===== src/design/skwm_pkg.sv =====
// Shared types and constants for the sorted stream k-way merge unit.
package skwm_pkg;

    localparam int NUM_SOURCES = 4;
    localparam int MAX_SOURCES = 4;
    localparam int WORD_W      = 32;
    localparam int SRC_W       = 2;

    localparam logic [MAX_SOURCES-1:0] SRC_MASK = MAX_SOURCES'((1 << NUM_SOURCES) - 1);

    typedef logic [WORD_W-1:0]      t_word;
    typedef logic [SRC_W-1:0]       t_src;
    typedef logic [MAX_SOURCES-1:0] t_mask;

    typedef enum logic [1:0] {
        KIND_BEGIN   = 2'd0,
        KIND_FRAG    = 2'd1,
        KIND_EXHAUST = 2'd2
    } t_kind;

    typedef enum logic [1:0] {
        CFG_OFFSET_ONE   = 2'd0,
        CFG_OFFSET_TWO   = 2'd1,
        CFG_OFFSET_THREE = 2'd2
    } t_cfg_index;

    typedef struct packed {
        t_kind kind;
        t_src  source_index;
        t_mask active_mask;
        t_word frag_start;
        t_word frag_end;
        t_word frag_cell;
    } t_in_item;

    typedef struct packed {
        t_word merged_start;
        t_word merged_end;
        t_word merged_cell;
        t_src  from_source;
        logic  group_done;
    } t_out_item;

endpackage


===== src/design/sorted_stream_kway_merge_unit.sv =====
// Top level of the sorted stream k-way merge unit.
// Merges up to four start-sorted fragment sources into one start-sorted stream. A begin
// item opens a group, fragment items load a per-source head, exhausted items retire a
// source; once every live source holds a head the smallest start is emitted (ties to
// the lowest source) with the source's cell offset added, and from_source names the
// source whose next fragment is wanted. A done result closes a group when its last
// source is retired or it opens with none live. Items are taken one per cycle: an input
// register feeds one pass of head update, a 4-way compare tree and the offset add into
// the result register at one item per cycle, limited only by output back pressure.
module sorted_stream_kway_merge_unit (
    input  logic                 i_clk,
    input  logic                 i_rst_n,
    input  logic                 i_in_valid,
    output logic                 o_in_ready,
    input  skwm_pkg::t_in_item   i_in_item,
    output logic                 o_out_valid,
    input  logic                 i_out_ready,
    output skwm_pkg::t_out_item  o_out_item,
    input  logic                 i_cfg_we,
    input  skwm_pkg::t_src       i_cfg_index,
    input  skwm_pkg::t_word      i_cfg_data
);

    skwm_pkg::t_word     r_offset [skwm_pkg::MAX_SOURCES];
    skwm_pkg::t_word     r_head_start [skwm_pkg::MAX_SOURCES];
    skwm_pkg::t_word     r_head_end [skwm_pkg::MAX_SOURCES];
    skwm_pkg::t_word     r_head_cell [skwm_pkg::MAX_SOURCES];
    skwm_pkg::t_mask     r_head_valid;
    skwm_pkg::t_mask     r_live;
    logic                r_in_valid;
    skwm_pkg::t_in_item  r_in;
    logic                r_out_valid;
    skwm_pkg::t_out_item r_out;

    skwm_pkg::t_mask     n_head_valid;
    skwm_pkg::t_mask     n_live;
    skwm_pkg::t_word     n_head_start [skwm_pkg::MAX_SOURCES];
    skwm_pkg::t_word     n_head_end [skwm_pkg::MAX_SOURCES];
    skwm_pkg::t_word     n_head_cell [skwm_pkg::MAX_SOURCES];
    skwm_pkg::t_mask     head_kept;
    logic                done_due;
    skwm_pkg::t_mask     src_bit;
    logic                src_live;
    logic                head_we;
    logic                try_emit;
    logic                res_valid;
    skwm_pkg::t_out_item res;
    skwm_pkg::t_src      best;
    logic                fire;

    assign fire        = r_in_valid && (!r_out_valid || i_out_ready);
    assign o_in_ready  = !r_in_valid || fire;
    assign o_out_valid = r_out_valid;
    assign o_out_item  = r_out;

    assign src_bit  = skwm_pkg::t_mask'(1) << r_in.source_index;
    assign src_live = |(src_bit & r_live & skwm_pkg::SRC_MASK);
    assign head_we  = (r_in.kind == skwm_pkg::KIND_FRAG) && src_live;

    always_comb begin
        for (int i = 0; i < skwm_pkg::MAX_SOURCES; i++) begin
            if (head_we && (r_in.source_index == skwm_pkg::t_src'(i))) begin
                n_head_start[i] = r_in.frag_start;
                n_head_end[i]   = r_in.frag_end;
                n_head_cell[i]  = r_in.frag_cell;
            end else begin
                n_head_start[i] = r_head_start[i];
                n_head_end[i]   = r_head_end[i];
                n_head_cell[i]  = r_head_cell[i];
            end
        end
    end

    skwm_pick u_pick (
        .i_start (n_head_start),
        .i_mask  (n_live),
        .o_best  (best)
    );

    always_comb begin
        n_live    = r_live;
        head_kept = r_head_valid;
        try_emit  = 1'b0;
        done_due  = 1'b0;
        unique case (r_in.kind)
            skwm_pkg::KIND_BEGIN: begin
                n_live    = r_in.active_mask & skwm_pkg::SRC_MASK;
                head_kept = '0;
                if (n_live == '0) begin
                    done_due = 1'b1;
                end
            end
            skwm_pkg::KIND_FRAG: begin
                if (src_live) begin
                    head_kept = r_head_valid | src_bit;
                    try_emit  = 1'b1;
                end
            end
            skwm_pkg::KIND_EXHAUST: begin
                if (src_live) begin
                    n_live    = r_live & ~src_bit;
                    head_kept = r_head_valid & ~src_bit;
                    if (n_live == '0) begin
                        done_due = 1'b1;
                    end else begin
                        try_emit = 1'b1;
                    end
                end
            end
            default: begin
            end
        endcase
    end

    always_comb begin
        n_head_valid   = head_kept;
        res_valid      = done_due;
        res            = '0;
        res.group_done = done_due;
        // emit once every live source has a head
        if (try_emit && (n_live != '0) && ((head_kept & n_live) == n_live)) begin
            res_valid        = 1'b1;
            res.merged_start = n_head_start[best];
            res.merged_end   = n_head_end[best];
            res.merged_cell  = n_head_cell[best] + r_offset[best];
            res.from_source  = best;
            res.group_done   = 1'b0;
            n_head_valid     = head_kept & ~(skwm_pkg::t_mask'(1) << best);
        end
    end

    always_ff @(posedge i_clk) begin
        if (!i_rst_n) begin
            r_in_valid   <= 1'b0;
            r_out_valid  <= 1'b0;
            r_live       <= '0;
            r_head_valid <= '0;
            r_offset     <= '{default: '0};
        end else begin
            if (o_in_ready) begin
                r_in_valid <= i_in_valid;
            end
            if (fire) begin
                r_live       <= n_live;
                r_head_valid <= n_head_valid;
            end
            if (fire && res_valid) begin
                r_out_valid <= 1'b1;
            end else if (i_out_ready) begin
                r_out_valid <= 1'b0;
            end
            if (i_cfg_we) begin
                unique case (i_cfg_index)
                    skwm_pkg::CFG_OFFSET_ONE:   r_offset[1] <= i_cfg_data;
                    skwm_pkg::CFG_OFFSET_TWO:   r_offset[2] <= i_cfg_data;
                    skwm_pkg::CFG_OFFSET_THREE: r_offset[3] <= i_cfg_data;
                    default: begin
                    end
                endcase
            end
        end
    end

    always_ff @(posedge i_clk) begin
        if (i_in_valid && o_in_ready) begin
            r_in <= i_in_item;
        end
        if (fire && res_valid) begin
            r_out <= res;
        end
        if (fire && head_we) begin
            r_head_start[r_in.source_index] <= r_in.frag_start;
            r_head_end[r_in.source_index]   <= r_in.frag_end;
            r_head_cell[r_in.source_index]  <= r_in.frag_cell;
        end
    end

`ifndef SYNTHESIS
    a_head_within_live: assert property (@(posedge i_clk) disable iff (!i_rst_n)
        (r_head_valid & ~r_live) == '0)
        else $error("head held for a source that is not live");

    a_live_within_sources: assert property (@(posedge i_clk) disable iff (!i_rst_n)
        (r_live & ~skwm_pkg::SRC_MASK) == '0)
        else $error("live source beyond configured source count");

    a_done_zero_fields: assert property (@(posedge i_clk) disable iff (!i_rst_n)
        (r_out_valid && r_out.group_done) |->
            (r_out.merged_start == '0 && r_out.merged_end == '0 &&
             r_out.merged_cell == '0 && r_out.from_source == '0))
        else $error("done item carries fragment data");

    a_emitted_head_consumed: assert property (@(posedge i_clk) disable iff (!i_rst_n)
        (fire && res_valid && !res.group_done) |=> !r_head_valid[$past(best)])
        else $error("emitted head still marked valid");

    a_emit_needs_live: assert property (@(posedge i_clk) disable iff (!i_rst_n)
        (fire && res_valid && !res.group_done) |-> n_live[best])
        else $error("emitted source is not live");
`endif

endmodule


===== src/design/skwm_pick.sv =====
// Four-way minimum tree over the head starts of the live sources.
module skwm_pick (
    input  skwm_pkg::t_word i_start [skwm_pkg::MAX_SOURCES],
    input  skwm_pkg::t_mask i_mask,
    output skwm_pkg::t_src  o_best
);

    logic           lo_pick;
    logic           hi_pick;
    logic           lo_any;
    logic           hi_any;
    skwm_pkg::t_src lo_idx;
    skwm_pkg::t_src hi_idx;
    skwm_pkg::t_word lo_start;
    skwm_pkg::t_word hi_start;

    // Within a pair the higher index wins only on a strictly smaller start.
    always_comb begin
        lo_pick  = !i_mask[0] || (i_mask[1] && (i_start[1] < i_start[0]));
        hi_pick  = !i_mask[2] || (i_mask[3] && (i_start[3] < i_start[2]));
        lo_idx   = lo_pick ? skwm_pkg::t_src'(1) : skwm_pkg::t_src'(0);
        hi_idx   = hi_pick ? skwm_pkg::t_src'(3) : skwm_pkg::t_src'(2);
        lo_start = lo_pick ? i_start[1] : i_start[0];
        hi_start = hi_pick ? i_start[3] : i_start[2];
        lo_any   = i_mask[0] || i_mask[1];
        hi_any   = i_mask[2] || i_mask[3];
        if (!lo_any || (hi_any && (hi_start < lo_start))) begin
            o_best = hi_idx;
        end else begin
            o_best = lo_idx;
        end
    end

endmodule


===== config.mk =====
export PLATFORM = sky130hd
export DESIGN_NAME = sorted_stream_kway_merge_unit
export DESIGN_NICKNAME = d
export VERILOG_FILES = /design/src/design/skwm_pkg.sv /design/src/design/sorted_stream_kway_merge_unit.sv /design/src/design/skwm_pick.sv
export SDC_FILE = /design/constraint.sdc
export NUM_CORES = 1
export LEC_CHECK = 0
export BUFFER_PORTS_ARGS = -buffer_cell sky130_fd_sc_hd__buf_2
export CAP_MARGIN = 10
export CELL_PAD_IN_SITES_DETAIL_PLACEMENT = 1
export CELL_PAD_IN_SITES_GLOBAL_PLACEMENT = 2
export CORE_MARGIN = 2
export CORE_UTILIZATION = 42
export CTS_BUF_LIST = sky130_fd_sc_hd__clkbuf_4 sky130_fd_sc_hd__clkbuf_8
export CTS_CLUSTER_SIZE = 30
export DETAILED_ROUTE_END_ITERATION = 8
export PLACE_DENSITY = 0.92
export SYNTH_ARGS = -nofsm -noshare
export SYNTH_HDL_FRONTEND = slang
export SYNTH_SLANG_ARGS = --single-unit

===== constraint.sdc =====
create_clock -name i_clk -period 12.99 [get_ports i_clk]
set_clock_uncertainty 0.05 [all_clocks]
set_input_delay 2.598 -clock i_clk [delete_from_list [all_inputs] [get_ports i_clk]]
set_output_delay 2.598 -clock i_clk [all_outputs]
set_load 0.05 [all_outputs]

==> results.py <==
metrics = {
    "global_routing": {
        "grtUsageMet3_pct": 3.644,
        "grt_pass1_wl_mm": 165.0,
        "grt_use_met1_pct": 33.46,
        "grt_util_met2_pct": 44.21,
        "grt_overflow": 0,
        "grt_pass1_vias": 27620,
        "antenna_found_initial": 7,
        "grt_max_degree": 108,
        "track_usage_pct": 26.08,
        "top_usage_layer": "met2",
    },
    "routing": {
        "drc_errors": 0,
        "ant_nets": 0,
        "vias_per_cell": 5.828,
        "via_count": 25680,
        "dr.pass1.iters": 5,
        "wl_per_cell_um": 24.49,
        "drt_iter0_markers": 1960,
        "drt_wl_total_mm": 107.9,
    },
    "die": {
        "die_x_um": 285.7,
        "num_rows": 103,
        "initial_core_util_pct": 42.31,
        "die_area_um2": 81600,
        "coreArea_um2": 78740,
        "num_io_pins": 244,
        "die_h_um": 285.7,
    },
    "yosys": {
        "synth_cell_types": 78,
        "synth_ff_type": "edfxtp_1",
        "synth_area_leaders": "edfxtp_1, nand2_1, dfxtp_1",
        "yosysMostFrequentCell": "nand2_1",
        "synth-seq-cells": 693,
        "yosysSeqAreaShare_pct": 59.27,
        "synth_area_um2": 33320,
        "syn_area_per_cell_um2": 10.98,
        "syn-num-nets": 3304,
        "yosys.area.top_type_share_pct": 52.90,
        "synth_top_area_cell": "edfxtp_1",
        "synth-warning-count": 0,
        "synth_cells": 3035,
        "synth_common_cells": "nand2_1, edfxtp_1, nor2_1",
        "synth_edf_count": 587,
        "async_flop_share_pct": 0,
    },
    "clock_tree": {
        "cts.sinks": 693,
        "cts_made_buffers": 119,
        "clk_path_buf_depth": 3,
        "clkLatencyLatePin_ps": 780,
        "cts_tree": "done",
        "hold_buffers": 0,
        "cts_setup_buffers": 0,
        "clkTransAtPathRegs_ps": 60,
        "ctsRootBufferMaster": "clkbuf_8",
        "cts_max_level": 3,
        "cts_resized": 0,
    },
    "place": {
        "gp_congestion": 0.9080,
        "dp.cells": 4186,
        "numPortBuffers": 243,
        "dp.final_hpwl_mm": 68.28,
    },
    "sta": {
        "fin_setup_tns_ps": 0,
        "max_freq_mhz": 83.97,
        "rsz0062_at_grt": "false",
        "hold_slack_ps": 419.6,
        "max_slew_margin_pct": 20.78,
        "worst_slew_pin_slew_ps": 1188,
        "min_period_ps": 11910,
        "drv_slew": 0,
        "finalCritPeriodShare_pct": 91.68,
        "hold_viol_final": 0,
        "setup_viol_count_final": 0,
    },
    "critical_path": {
        "endpoint_kind": "flip-flop",
        "cp_top_family": "simple AND/OR/NAND/NOR gates",
        "path_class": "reg -> reg",
        "cp.arrival_ps": 12320,
        "timing.critical_path.slowest_stage_cell": "nor2_4",
        "crit_path_max_incr_delay_ps": 740,
        "startpoint_type": "flip-flop",
        "critPathRequiredTime_ps": 13400,
        "path_buf_inv": 4,
        "worstPathMaxFanout": 32,
    },
    "power_and_ir_drop": {
        "power_uw": 5484,
        "p_leak_uw": 0.01464,
        "ir_worst_vdd_mv": 0.07864,
        "power.density_nw_per_um2": 144.1,
    },
    "finish": {
        "layout.cells.non_filler": 4407,
        "final_net_count": 3526,
        "drive_above_1_share_pct": 16.01,
        "area_growth_pct": 14.20,
        "utilization_pct": 48.32,
        "fillers": 8510,
    },
    "run_status": {
        "outcome": "finished, final reports clean",
    },
    "worst_hold_path": {
        "hp-class": "reg -> reg",
    },
    "run": {
        "max_cap_viol_count": 0,
    },
}
## where the power goes
group | internal (uW) | switching (uW)
Sequential | 2460 | 72.3
Clock | 1150 | 951
Combinational | 286 | 562
Total | 3900 | 1590
## cell usage in the layout (no fill, tap or decap), types with 14 or more instances in the layout
cell type,netlist,routed
a21oi_1,213,213
a22o_1,34,34
ha_1,125,125
xnor2_1,15,15
clkbuf_8,0,125
a31oi_1,59,59
mux2i_1,141,140
nand3_1,56,55
buf_4,14,54
edfxtp_1,587,587
inv_1,19,18
o22ai_1,79,79
o21a_1,39,38
and2_1,37,36
clkinv_1,0,27
a21boi_0,100,100
buf_2,33,243
a21o_1,22,22
clkinv_2,0,14
nand4_1,16,16
clkbuf_4,0,38
nor2_1,222,214
o221ai_1,16,16
nor3_1,55,55
nand2_1,663,663
o21ai_0,68,68
o31ai_1,34,34
dfxtp_1,106,106
## worst min-delay path: cells and delay by family (launching register included)
| family | cells | cell delay (ps) |
|---|---|---|
| AO/OA/AOI/OAI | 1 | 60 |
| flip-flops | 1 | 310 |
| AND/OR/NAND/NOR | 1 | 50 |
## path summary, 6_finish.rpt
| check | from | endpoint | slack (ps) | cells after the start |
|---|---|---|---|---|
| hold / removal | r_offset[67] | r_offset[67] | 420 | 2 |
| hold reg to reg | r_offset[67] | r_offset[67] | 420 | 2 |
| setup reg to reg | r_in[100] | o_out_item[32] | 1080 | 40 |
| setup / recovery | r_in[100] | o_out_item[32] | 1080 | 40 |
## sequential cells by signal (all words and copies together), names as in the netlist, 4 cells and up
signal / count
o_out_item: 99
r_head_cell: 128
r_head_end: 128
r_head_start: 128
r_head_valid: 4
r_in: 104
r_live: 4
r_offset: 96
## area by class of cell
cell class	instances	area (um2)	share of cell area, %
diodes	3	7.507	0.01973
clock buffers	163	2006	5.271
clock inverters	55	495.5	1.302
inverters	20	77.57	0.2039
multi-input cells	2125	12760	33.53
flip-flops and latches	693	19750	51.90
well taps	1050	1314	3.453
repair buffers	298	1642	4.314
## logic make-up (layout without fill, tap and decap cells)
family	count (synthesis)	count (layout)	synth area share, %
and+or+nand+nor	1108	1108	13.94
AOI/OAI and AO/OA	718	718	14.04
DFF	693	693	59.27
buffers and inverters	217	536	2.839
muxes	146	146	4.446
adders and majority gates	126	126	4.754
xor gates and xnor gates	27	27	0.7098
other	0	3	0
## per-layer routing
layer	vias up	wire length [um]
met5	-	35
met4	6	3879
met3	212	5807
met2	884	52770
met1	13010	45460
li1	11570	-
## stage by stage
stage | worst slack, ps | area (um2)
floorplan | 3527 | 33320
global placement | 1622 | 35540
detailed placement | 1369 | 35540
CTS | 1258 | 38040
global route | 383.4 | 38040
finish | 1081 | 38050
Power figures use the tool's default switching activity.
